## config.mk

```make
export PLATFORM = sky130hd
export DESIGN_NAME = sensor_health_fault_manager_unit
export DESIGN_NICKNAME = d
export VERILOG_FILES = /design/src/rtl/shfm_pkg.sv /design/src/rtl/sensor_health_fault_manager_unit.sv /design/src/rtl/shfm_check.sv /design/src/rtl/shfm_ctrl.sv
export SDC_FILE = /design/constraint.sdc
export NUM_CORES = 1
export LEC_CHECK = 0
export ABC_AREA = 1
export BUFFER_PORTS_ARGS = -buffer_cell sky130_fd_sc_hd__buf_4
export CAP_MARGIN = 20
export CELL_PAD_IN_SITES_DETAIL_PLACEMENT = 0
export CELL_PAD_IN_SITES_GLOBAL_PLACEMENT = 1
export CORE_ASPECT_RATIO = 1.75
export CORE_MARGIN = 2
export CORE_UTILIZATION = 41
export DETAILED_ROUTE_END_ITERATION = 10
export GPL_TIMING_DRIVEN = 0
export PLACE_DENSITY_LB_ADDON = 0.1
export SETUP_SLACK_MARGIN = 0.02
export SLEW_MARGIN = 20
export SYNTH_ARGS = -nofsm -noshare
export SYNTH_HDL_FRONTEND = slang
export SYNTH_SLANG_ARGS = --single-unit
```

## constraint.sdc

```tcl
create_clock -name clk -period 4 [get_ports clk]
set_input_delay 0.8 -clock clk [delete_from_list [all_inputs] [get_ports clk]]
set_output_delay 0.8 -clock clk [all_outputs]
set_load 0.02 [all_outputs]
```

## src/rtl/shfm_pkg.sv

```systemverilog
// ----------------------------------------------------------------------------
// shfm_pkg
// Shared types, mode and fault codes, and register reset values for the
// sensor health fault manager.
// ----------------------------------------------------------------------------
package shfm_pkg;

    // Operating modes.
    localparam logic [1:0] MODE_NORMAL   = 2'd0;
    localparam logic [1:0] MODE_WARNING  = 2'd1;
    localparam logic [1:0] MODE_FAULT    = 2'd2;
    localparam logic [1:0] MODE_RECOVERY = 2'd3;

    // Sensor read status codes.
    localparam logic [1:0] STAT_OK    = 2'd0;
    localparam logic [1:0] STAT_RANGE = 2'd2;

    // Fault codes.
    localparam logic [3:0] FLT_NONE        = 4'd0;
    localparam logic [3:0] FLT_HUM_CRC     = 4'd1;
    localparam logic [3:0] FLT_HUM_RANGE   = 4'd2;
    localparam logic [3:0] FLT_PRESS_BUS   = 4'd3;
    localparam logic [3:0] FLT_PRESS_RANGE = 4'd4;
    localparam logic [3:0] FLT_CROSSCHECK  = 4'd5;
    localparam logic [3:0] FLT_TEMP        = 4'd6;
    localparam logic [3:0] FLT_HUMIDITY    = 4'd7;
    localparam logic [3:0] FLT_PRESSURE    = 4'd8;

    // Configuration register indexes.
    localparam logic [2:0] REG_WARN_FAIL_LIMIT      = 3'd0;
    localparam logic [2:0] REG_FAULT_FAIL_LIMIT     = 3'd1;
    localparam logic [2:0] REG_CROSS_CHECK_DELTA    = 3'd2;
    localparam logic [2:0] REG_TEMP_HIGH_LIMIT      = 3'd3;
    localparam logic [2:0] REG_HUMIDITY_HIGH_LIMIT  = 3'd4;
    localparam logic [2:0] REG_PRESSURE_LOW_LIMIT   = 3'd5;
    localparam logic [2:0] REG_REINIT_ATTEMPT_LIMIT = 3'd6;
    localparam logic [2:0] REG_RECOVERY_PERIOD      = 3'd7;

    localparam int CFG_DATA_W = 17;

    typedef struct packed {
        logic [7:0]         warn_fail_limit;
        logic [7:0]         fault_fail_limit;
        logic [14:0]        cross_check_delta;
        logic signed [14:0] temp_high_limit;
        logic [13:0]        humidity_high_limit;
        logic [16:0]        pressure_low_limit;
        logic [7:0]         reinit_attempt_limit;
        logic [6:0]         recovery_period;
    } cfg_t;

    localparam cfg_t CFG_RESET = '{
        warn_fail_limit:      8'd1,
        fault_fail_limit:     8'd3,
        cross_check_delta:    15'd500,
        temp_high_limit:      15'sd6000,
        humidity_high_limit:  14'd9000,
        pressure_low_limit:   17'd80000,
        reinit_attempt_limit: 8'd3,
        recovery_period:      7'd10
    };

    // One monitoring tick as it sits in the input register.
    typedef struct packed {
        logic [1:0]         hum_sensor_status;
        logic [1:0]         press_sensor_status;
        logic signed [14:0] hum_sensor_temp;
        logic signed [14:0] press_sensor_temp;
        logic [13:0]        humidity;
        logic [16:0]        pressure;
        logic               hum_sensor_init_ok;
        logic               press_sensor_init_ok;
    } item_t;

    // Status reported after each tick.
    typedef struct packed {
        logic [1:0] mode;
        logic [3:0] fault_cause;
        logic [7:0] fail_streak;
        logic [7:0] reinit_count;
    } status_t;

endpackage

```

## src/rtl/sensor_health_fault_manager_unit.sv

```systemverilog
// ----------------------------------------------------------------------------
// sensor_health_fault_manager_unit
// Per-tick sensor health checks and a normal / warning / fault / recovery
// mode machine, reporting mode, fault code and counters for every tick.
//
//   Channel   Signals                                  Direction
//   -------   --------------------------------------   ---------
//   input     in_valid, in_ready, eight item fields    in
//   output    out_valid, out_ready, four status fields out
//   config    cfg_wr_en, cfg_index, cfg_data           in
//
// Each word goes through an input register and then a result register, where
// its result is offered to the output. One word can be accepted every cycle
// while the output is not stalled; the sensor checks and the state update sit
// in one combinational path between the two registers. When the output
// stalls the input register still takes one more word before in_ready drops.
// Reset clears the mode machine, the counters, both valid flags and restores
// the register defaults.
// ----------------------------------------------------------------------------
module sensor_health_fault_manager_unit (
    input  logic                 clk,
    input  logic                 rst_n,

    input  logic                 in_valid,
    output logic                 in_ready,
    input  logic [1:0]           hum_sensor_status,
    input  logic [1:0]           press_sensor_status,
    input  logic signed [14:0]   hum_sensor_temp,
    input  logic signed [14:0]   press_sensor_temp,
    input  logic [13:0]          humidity,
    input  logic [16:0]          pressure,
    input  logic                 hum_sensor_init_ok,
    input  logic                 press_sensor_init_ok,

    output logic                 out_valid,
    input  logic                 out_ready,
    output logic [1:0]           mode,
    output logic [3:0]           fault_cause,
    output logic [7:0]           fail_streak,
    output logic [7:0]           reinit_count,

    input  logic                 cfg_wr_en,
    input  logic [2:0]           cfg_index,
    input  logic [shfm_pkg::CFG_DATA_W-1:0] cfg_data
);

    shfm_pkg::cfg_t    cfg_reg;
    shfm_pkg::item_t   item_reg;
    shfm_pkg::status_t res_reg;
    shfm_pkg::status_t status_next;

    logic       in_vld_reg;
    logic       out_vld_reg;
    logic       advance;
    logic [3:0] code;

    // A word moves from the input register to the result register whenever
    // the result register is empty or is being read in this cycle.
    assign advance  = in_vld_reg && (!out_vld_reg || out_ready);
    assign in_ready = !in_vld_reg || advance;

    // Configuration registers.
    always_ff @(posedge clk or negedge rst_n)
    begin
        if (!rst_n)
        begin
            cfg_reg <= shfm_pkg::CFG_RESET;
        end
        else if (cfg_wr_en)
        begin
            case (cfg_index)
                shfm_pkg::REG_WARN_FAIL_LIMIT:
                    cfg_reg.warn_fail_limit <= cfg_data[7:0];
                shfm_pkg::REG_FAULT_FAIL_LIMIT:
                    cfg_reg.fault_fail_limit <= cfg_data[7:0];
                shfm_pkg::REG_CROSS_CHECK_DELTA:
                    cfg_reg.cross_check_delta <= cfg_data[14:0];
                shfm_pkg::REG_TEMP_HIGH_LIMIT:
                    cfg_reg.temp_high_limit <= $signed(cfg_data[14:0]);
                shfm_pkg::REG_HUMIDITY_HIGH_LIMIT:
                    cfg_reg.humidity_high_limit <= cfg_data[13:0];
                shfm_pkg::REG_PRESSURE_LOW_LIMIT:
                    cfg_reg.pressure_low_limit <= cfg_data[16:0];
                shfm_pkg::REG_REINIT_ATTEMPT_LIMIT:
                    cfg_reg.reinit_attempt_limit <= cfg_data[7:0];
                shfm_pkg::REG_RECOVERY_PERIOD:
                    cfg_reg.recovery_period <= cfg_data[6:0];
                default:
                    cfg_reg <= cfg_reg;
            endcase
        end
    end

    // Valid flags of the two pipeline registers.
    always_ff @(posedge clk or negedge rst_n)
    begin
        if (!rst_n)
        begin
            in_vld_reg  <= 1'b0;
            out_vld_reg <= 1'b0;
        end
        else
        begin
            if (in_ready)
            begin
                in_vld_reg <= in_valid;
            end
            if (advance)
            begin
                out_vld_reg <= 1'b1;
            end
            else if (out_ready)
            begin
                out_vld_reg <= 1'b0;
            end
        end
    end

    // Payload registers carry no reset; the valid flags qualify them.
    always_ff @(posedge clk)
    begin
        if (in_valid && in_ready)
        begin
            item_reg.hum_sensor_status    <= hum_sensor_status;
            item_reg.press_sensor_status  <= press_sensor_status;
            item_reg.hum_sensor_temp      <= hum_sensor_temp;
            item_reg.press_sensor_temp    <= press_sensor_temp;
            item_reg.humidity             <= humidity;
            item_reg.pressure             <= pressure;
            item_reg.hum_sensor_init_ok   <= hum_sensor_init_ok;
            item_reg.press_sensor_init_ok <= press_sensor_init_ok;
        end
        if (advance)
        begin
            res_reg <= status_next;
        end
    end

    shfm_check u_check (
        .item (item_reg),
        .cfg  (cfg_reg),
        .code (code)
    );

    // The mode machine only looks at the check result in normal and warning
    // mode, and only at the init flags in recovery.
    shfm_ctrl u_ctrl (
        .clk         (clk),
        .rst_n       (rst_n),
        .advance     (advance),
        .code        (code),
        .init_ok     (item_reg.hum_sensor_init_ok && item_reg.press_sensor_init_ok),
        .cfg         (cfg_reg),
        .status_next (status_next)
    );

    assign out_valid    = out_vld_reg;
    assign mode         = res_reg.mode;
    assign fault_cause  = res_reg.fault_cause;
    assign fail_streak  = res_reg.fail_streak;
    assign reinit_count = res_reg.reinit_count;

    // Warning, fault and recovery always carry a fault code.
    a_fault_has_code: assert property (@(posedge clk) disable iff (!rst_n)
        out_valid && (mode == shfm_pkg::MODE_FAULT || mode == shfm_pkg::MODE_RECOVERY
                      || mode == shfm_pkg::MODE_WARNING)
        |-> fault_cause != shfm_pkg::FLT_NONE)
        else $error("fault or warning mode reported without a fault code");

    // Fault entry clears the failure counter and recovery never raises it.
    a_fault_fail_clear: assert property (@(posedge clk) disable iff (!rst_n)
        out_valid && (mode == shfm_pkg::MODE_FAULT || mode == shfm_pkg::MODE_RECOVERY)
        |-> fail_streak == 8'd0)
        else $error("failure counter not cleared in fault or recovery");

    // Normal and warning are entered with the re-init counter cleared.
    a_reinit_clear: assert property (@(posedge clk) disable iff (!rst_n)
        out_valid && (mode == shfm_pkg::MODE_NORMAL || mode == shfm_pkg::MODE_WARNING)
        |-> reinit_count == 8'd0)
        else $error("re-init counter set outside recovery and fault");

    // A full pipeline with a stalled output must hold off the input.
    a_stall_blocks_input: assert property (@(posedge clk) disable iff (!rst_n)
        in_vld_reg && out_valid && !out_ready |-> !in_ready)
        else $error("input accepted while both pipeline registers are full");

endmodule

```

## src/rtl/shfm_check.sv

```systemverilog
// ----------------------------------------------------------------------------
// shfm_check
// Priority ordered sensor checks: read status, temperature cross-check,
// then temperature, humidity and pressure thresholds.
// ----------------------------------------------------------------------------
module shfm_check (
    input  shfm_pkg::item_t item,
    input  shfm_pkg::cfg_t  cfg,
    output logic [3:0]      code
);

    logic signed [15:0] diff;
    logic [15:0]        mag;

    always_comb
    begin
        diff = {item.hum_sensor_temp[14], item.hum_sensor_temp}
             - {item.press_sensor_temp[14], item.press_sensor_temp};
        mag  = diff[15] ? 16'(-diff) : 16'(diff);

        if (item.hum_sensor_status == shfm_pkg::STAT_RANGE)
        begin
            code = shfm_pkg::FLT_HUM_RANGE;
        end
        else if (item.hum_sensor_status != shfm_pkg::STAT_OK)
        begin
            code = shfm_pkg::FLT_HUM_CRC;
        end
        else if (item.press_sensor_status == shfm_pkg::STAT_RANGE)
        begin
            code = shfm_pkg::FLT_PRESS_RANGE;
        end
        else if (item.press_sensor_status != shfm_pkg::STAT_OK)
        begin
            code = shfm_pkg::FLT_PRESS_BUS;
        end
        else if (mag > {1'b0, cfg.cross_check_delta})
        begin
            code = shfm_pkg::FLT_CROSSCHECK;
        end
        else if (item.hum_sensor_temp >= cfg.temp_high_limit)
        begin
            code = shfm_pkg::FLT_TEMP;
        end
        else if (item.humidity >= cfg.humidity_high_limit)
        begin
            code = shfm_pkg::FLT_HUMIDITY;
        end
        else if (item.pressure <= cfg.pressure_low_limit)
        begin
            code = shfm_pkg::FLT_PRESSURE;
        end
        else
        begin
            code = shfm_pkg::FLT_NONE;
        end
    end

endmodule

```

## src/rtl/shfm_ctrl.sv

```systemverilog
// ----------------------------------------------------------------------------
// shfm_ctrl
// Mode state machine with the failure, re-init and tick phase counters.
// Produces the status after the update of the current tick.
// ----------------------------------------------------------------------------
module shfm_ctrl (
    input  logic              clk,
    input  logic              rst_n,
    input  logic              advance,
    input  logic [3:0]        code,
    input  logic              init_ok,
    input  shfm_pkg::cfg_t    cfg,
    output shfm_pkg::status_t status_next
);

    logic [1:0] mode_reg, mode_next;
    logic [3:0] fault_reg, fault_next;
    logic [7:0] fail_reg, fail_next;
    logic [7:0] reinit_reg, reinit_next;
    logic [6:0] phase_reg, phase_next;

    logic [7:0] phase_inc;
    logic [7:0] fail_inc;
    logic [7:0] reinit_inc;

    always_comb
    begin
        phase_inc  = {1'b0, phase_reg} + 8'd1;
        phase_next = (phase_inc >= {1'b0, cfg.recovery_period}) ? 7'd0 : phase_inc[6:0];
        fail_inc   = (fail_reg == 8'hFF) ? fail_reg : fail_reg + 8'd1;
        reinit_inc = (reinit_reg == 8'hFF) ? reinit_reg : reinit_reg + 8'd1;

        mode_next   = mode_reg;
        fault_next  = fault_reg;
        fail_next   = fail_reg;
        reinit_next = reinit_reg;

        case (mode_reg)
            shfm_pkg::MODE_NORMAL:
            begin
                if (code != shfm_pkg::FLT_NONE)
                begin
                    fail_next = fail_inc;
                    if (fail_inc >= cfg.fault_fail_limit)
                    begin
                        mode_next  = shfm_pkg::MODE_FAULT;
                        fault_next = code;
                        fail_next  = 8'd0;
                    end
                    else if (fail_inc >= cfg.warn_fail_limit)
                    begin
                        mode_next  = shfm_pkg::MODE_WARNING;
                        fault_next = code;
                    end
                end
                else
                begin
                    fail_next  = 8'd0;
                    fault_next = shfm_pkg::FLT_NONE;
                end
            end
            shfm_pkg::MODE_WARNING:
            begin
                if (code != shfm_pkg::FLT_NONE)
                begin
                    fail_next = fail_inc;
                    if (fail_inc >= cfg.fault_fail_limit)
                    begin
                        mode_next  = shfm_pkg::MODE_FAULT;
                        fault_next = code;
                        fail_next  = 8'd0;
                    end
                end
                else
                begin
                    mode_next   = shfm_pkg::MODE_NORMAL;
                    fault_next  = shfm_pkg::FLT_NONE;
                    fail_next   = 8'd0;
                    reinit_next = 8'd0;
                end
            end
            shfm_pkg::MODE_FAULT:
            begin
                if (phase_next == 7'd0)
                begin
                    mode_next   = shfm_pkg::MODE_RECOVERY;
                    reinit_next = 8'd0;
                end
            end
            default:
            begin
                reinit_next = reinit_inc;
                if (init_ok)
                begin
                    mode_next   = shfm_pkg::MODE_NORMAL;
                    fault_next  = shfm_pkg::FLT_NONE;
                    fail_next   = 8'd0;
                    reinit_next = 8'd0;
                end
                else if (reinit_inc >= cfg.reinit_attempt_limit)
                begin
                    mode_next = shfm_pkg::MODE_FAULT;
                    fail_next = 8'd0;
                end
            end
        endcase

        status_next.mode         = mode_next;
        status_next.fault_cause  = fault_next;
        status_next.fail_streak  = fail_next;
        status_next.reinit_count = reinit_next;
    end

    always_ff @(posedge clk or negedge rst_n)
    begin
        if (!rst_n)
        begin
            mode_reg   <= shfm_pkg::MODE_NORMAL;
            fault_reg  <= shfm_pkg::FLT_NONE;
            fail_reg   <= 8'd0;
            reinit_reg <= 8'd0;
            phase_reg  <= 7'd0;
        end
        else if (advance)
        begin
            mode_reg   <= mode_next;
            fault_reg  <= fault_next;
            fail_reg   <= fail_next;
            reinit_reg <= reinit_next;
            phase_reg  <= phase_next;
        end
    end

endmodule
```

== Word-level counts from Yosys, hierarchy flattened ==
Index checks and enable logic that the tools add are counted.

* Bits in registers: 212
* Input bits: 92
* Bits in latches: 0
* Output and inout port bits: 24
* ROM bits: 0
* Logic and storage cells: 115
* Memories: 0
* Memory bits (writable): 0

* Reduce and logical (&&, ||, !) cells: 23
* Multiplexer cells: 39
* $mul: 0
* Divide/modulo/power cells: 0
* Eq/ne operators: 13
* $add $sub $neg: 5
* Magnitude comparators: 8
* Bitwise logic cells: 0
* Shifts and indexed selects: 0

{| class="wikitable"
|+ Operators with widths
! cell !! count
|-
| 8-bit 2-to-1 mux || 9
|-
| 4-bit 2-to-1 mux || 14
|-
| 8-bit greater-or-equal comparator || 3
|-
| 8-bit one-hot mux with 3 select lines || 1
|-
| 17-bit <= comparator || 1
|-
| 8-bit by 1-bit adder with 8-bit output (second input constant) || 2
|-
| 8-bit equality test (second input constant) || 2
|-
| 16-bit by 15-bit > comparator with 1-bit output || 1
|-
| 16-bit 2-to-1 mux || 1
|-
| 2-bit 2-to-1 mux || 8
|-
| 16-bit negation || 1
|-
| 8-bit one-hot mux with 2 select lines || 1
|-
| 2-bit AND reduction || 8
|-
| 15-bit by 15-bit subtractor with 16-bit output || 1
|-
| 15-bit greater-or-equal comparator || 1
|-
| 14-bit greater-or-equal comparator || 1
|-
| 3-bit equality test (second input constant) || 4
|-
| 4-bit one-hot mux with 3 select lines || 1
|-
| 7-bit by 1-bit adder with 8-bit output (second input constant) || 1
|-
| 8-bit by 7-bit greater-or-equal comparator with 1-bit output || 1
|-
| 7-bit logical NOT || 1
|-
| 7-bit 2-to-1 mux || 1
|-
| 2-bit equality test (second input constant) || 3
|-
| 3-bit by 2-bit equality test with 1-bit output (second input constant) || 2
|-
| other kinds (12) || 19
|}

== Depth between registers and ports, before layout ==
* Depth after elaboration: 13
* Gate-level depth with buffers: 41
* Gate-level depth less buffers: 41

== Cells and area by module ==
A second synthesis with hierarchy kept.

* Cell total of the unflattened synthesis: 1524
* Area, all modules: 12510.7 um^2

{| class="wikitable"
|+ By module, submodules not included
! module !! sequential area each (um^2) !! area an instance (um^2) !! times used !! cells an instance
|-
| sensor_health_fault_manager_unit || 5062.4 || 6411.1 || 1 || 517
|-
| shfm_check || 0.0 || 3138.0 || 1 || 556
|-
| shfm_ctrl || 725.7 || 2961.6 || 1 || 451
|}

== Worst setup path after synthesis ==
No wires, ideal clock.

* Kind: flip-flop to flip-flop
* Start: register item_reg[33] in the netlist's numbering
* End: register res_reg, in the netlist fault_cause[2], data pin
* Period minus slack after synthesis: 3985 ps
* Data required time: 3745 ps
* Arrival time: 3729 ps
* Buffers on the path: 1
* Setup time: 255 ps
* Slack: 15 ps
* Cell stages (with the launch flop): 28
* Cells stage by stage: edfxtp_1 > ha_1 > inv_1 > fa_1 > inv_1 > ha_1 > inv_1 > nor2_1 > and3_1 > nand4_1 > nor2_1 > nand2_1 > nor3_1 > nor2_1 > xor2_1 > ha_1 > nand2_1 > nor4_1 > nand3_1 > nand2_1 > nand3_1 > a21oi_2 > nand3_2 > buf_6 > nand2_1 > nand2_1 > nand2_1 > nand2_2

{| class="wikitable"
|+ RTL lines
! item !! RTL line !! source
|-
| start: declaration || sensor_health_fault_manager_unit.sv:48 || <nowiki>shfm_pkg::item_t item_reg;</nowiki>
|-
| end signal: assignment || sensor_health_fault_manager_unit.sv:135 || <nowiki>res_reg <= status_next;</nowiki>
|-
| end: declaration || sensor_health_fault_manager_unit.sv:49 || <nowiki>shfm_pkg::status_t res_reg;</nowiki>
|}

==> summary.md <==
| Metric | Value |
|---|---|
| Final WS setup | `-454 ps` |
| MaxCap Viol Count | `0` |
| Total chip power | `8130 uW` |
| Yosys reg bits | `212` |
| WL final | `32500 um` |
| Starting Density | `41.5%` |
| Clock-pin slew on the worst setup and hold paths | `60 ps` |
| Utilization after layout | `50.4%` |
| Synth unique cells | `43` |
| Layout cell share with drive strength beyond 1 | `17.9%` |
| # clock sinks | `212` |
| Violated checks | `setup timing` |
| Synth Area in XOR/XNOR | `1.79%` |
| Status | `complete, but fails checks` |
| Final Cycle Share | `111%` |
| Synth Instances | `1438` |
| Rel. slew slack | `51.2%` |
| Total die area | `0.0311 mm^2` |
| Register area | `0.00579 mm^2` |
| DIE HEIGHT | `232 um` |
| DRT iter0 DRCs | `376` |
| Initial antenna violation count | `0` |
| RSZ-0062 raised after global routing | `yes` |
| CTS H-tree lvls | `1` |
| Crit. End Element | `flip-flop` |
| Leak pwr | `0.00716 uW` |
| Final hold viol count | `0` |
| Power Density | `551 mW/mm^2` |
| Die X | `134 um` |
| Commonest non-fill, non-tap cell in the layout | `nand2_1` |
| Final #Nets | `1799` |
| Root buffer cell | `clkbuf_16` |
| Post-Syn Area | `0.0122 mm^2` |
| Gr usage total | `21.2%` |
| Clock Skews | `9.92 ps` |
| Fin area | `0.0148 mm^2` |
| Synth Area in Simple Gates | `21.7%` |
| Fillers | `2870` |
| Antenna-violating nets left | `0` |
| Critical Path Start Type | `flip-flop` |
| Vias per std cell | `4.92` |
| Core footprint | `0.0293 mm^2` |
| N_diodes | `0` |
| Multi-input gate area in the final layout | `0.00567 mm^2` |
| Largest net degree at the start of global routing | `69` |
| Worst skew pair latency | `530 ps` |
| Worst slew pin tran | `726 ps` |
| Largest family of logic cells by synthesized area | `simple AND/OR/NAND/NOR gates` |
| Max rail drop VDD | `0.349 mV` |
| Max FFs per register | `92` |
| Initial DRT Pass Iterations | `6` |
| Number of global-route vias before repair | `9968` |
| Syn Nets | `1642` |
| Fin crit period | `4450 ps` |
| CTS tree | `done` |
| Slowest cell on the critical path | `edfxtp_1` |
| F_max | `225 MHz` |
| Syn avg cell area | `8.45 um^2` |
| Max clock buf depth | `3` |
| Reg2reg path depth | `28` |
| # setup viols final | `44` |
| Critical path data required time | `4280 ps` |
| Hold Path Class | `in -> async` |
| WL/cell | `16.3 um` |
| Crit Path Max Fanout | `6` |
| Register area share after synthesis | `47.6%` |
| Arrival @ worst endpoint | `4740 ps` |
| Routability cong. | `0.818` |
| Compound-Gate Fraction of Synth Area | `9.29%` |
| Max Slew Vio Count | `0` |
| IO Count | `116` |
| Synth warn | `0` |
| CP peak stage delay | `440 ps` |
| Residual DRC | `0` |
| Total grt overflow | `0` |
| Vias | `9818` |
| Dpl hpwl | `24600 um` |
| Placed Instances | `1937` |
| Adder-Cell Fraction of Synth Area | `11.6%` |
| First-pass GRT wire length | `51800 um` |
| Critical path class | `reg -> reg` |
| Cts hold-fix bufs | `0` |
| Clock buffer count from CTS | `23` |
| PortBufs | `115` |
| Final non-filler cell total | `1994` |
| Most used cell along the critical path | `nand2_2` |
| Most frequent cells in the layout | `nand2_1, inv_1, buf_4` |
| Mux contribution to synthesized area | `0%` |
| Area Overhead vs Synth | `21.4%` |
| Post-DP Area | `0.0136 mm^2` |
| # rows | `83` |
## kinds of logic (layout without fill, tap and decap cells)
kind of cell             after synthesis  after routing
flip-flops                           212            212
buffers and inverters                256            430
AO/OA/AOI/OAI                        214            214
AND/OR/NAND/NOR                      620            620
XOR/XNOR                              24             24
adder cells (fa/ha/maj)              112            112
## report_power, final
part	leakage (uW)	internal, uW	switching [uW]
combinational	0.00441	1090	1790
clock	0.000390	1330	923
sequential	0.00237	2750	239
total	0.00716	5170	2950
## per-layer routing
metal / global-route usage (%) / up-vias / part of all wire [%]
li1: - / 5024 / -
met1: 23.4 / 4570 / 39
met2: 41.6 / 174 / 55
met3: 2.40 / 50 / 3.4
met4: 6.71 / 0 / 2.8
met5: 0 / - / 0
## synth_stat cells (all sizes together)
| master | n | area, um^2 |
|---|---|---|
| o21bai | 2 | 15.0 |
| a21oi | 68 | 348 |
| nor3 | 20 | 100 |
| clkbuf | 22 | 82.6 |
| nor2 | 79 | 322 |
| and3 | 1 | 6.26 |
| o31a | 1 | 8.76 |
| or2 | 1 | 6.26 |
| buf | 3 | 20.0 |
| xor2 | 16 | 140 |
| fa | 1 | 20.0 |
| xnor2 | 8 | 77.6 |
| ha | 111 | 1390 |
| and2 | 1 | 6.26 |
| dfstp | 30 | 788 |
| a221oi | 1 | 8.76 |
| nand4 | 24 | 171 |
| a31oi | 1 | 6.26 |
| nand3b | 4 | 30.0 |
| o21a | 3 | 22.5 |
| o211ai | 9 | 67.6 |
| inv | 231 | 870 |
| nor4 | 6 | 37.5 |
| edfxtp | 89 | 2670 |
| dfrtp | 93 | 2330 |
| o2111ai | 2 | 17.5 |
| nand3 | 72 | 385 |
| nand2 | 412 | 1570 |
| o21ai | 127 | 636 |
## worst paths after layout
path / start / endpoint / slack (ps)
worst max-delay path: item_reg[33] / fault_cause[2] / -450
worst min-delay path: rst_n / u_ctrl.phase_reg[2] / 180
worst max register to register: item_reg[33] / fault_cause[2] / -450
worst min register to register: cfg_reg[18] / cfg_reg[18] / 490
max in group asynchronous: rst_n / cfg_reg[65] / 3090
min in group clk: hum_sensor_status[0] / item_reg[65] / 440
## worst max-delay path, delay by kind of cell, from the launching register on
kind	cells	cell delay (ps)
buf+inv	4	350
simple gates	17	1870
flops	1	440
xor+xnor	1	100
fa+ha+maj	4	1100
compound gates	2	320
## stage by stage
stage / worst slack (ps) / TNS, ps / hold WS (ps)
6_report: -454 / -18100 / 178
3_5_place_dp: -718 / -28390 / 475
4_1_cts: -595 / -23530 / 185
5_1_grt: -752 / -31540 / 200
3_3_place_gp: -723 / -28710 / 466
2_1_floorplan: 37.3 / 0 / 453
## layout make-up
cell class                      instances  area share (%)
Sequential cell                       212            39.2
Buffer                                 25           0.704
Clock buffer                           28            4.32
Clock inverter                         14            1.06
Tap cell                              382            3.24
Multi-Input combinational cell        970            38.4
Timing Repair Buffer                  132            7.09
Inverter                              231            5.93
## repair_timing
action / 4_1_cts / 5_1_grt
cloned: 1 / 0
endpoints found under the setup margin: 44 / 44
resized for setup: 37 / 38
pin swaps: 24 / 33
buffers inserted: 8 / 6
(Power assumes the default switching activity.)
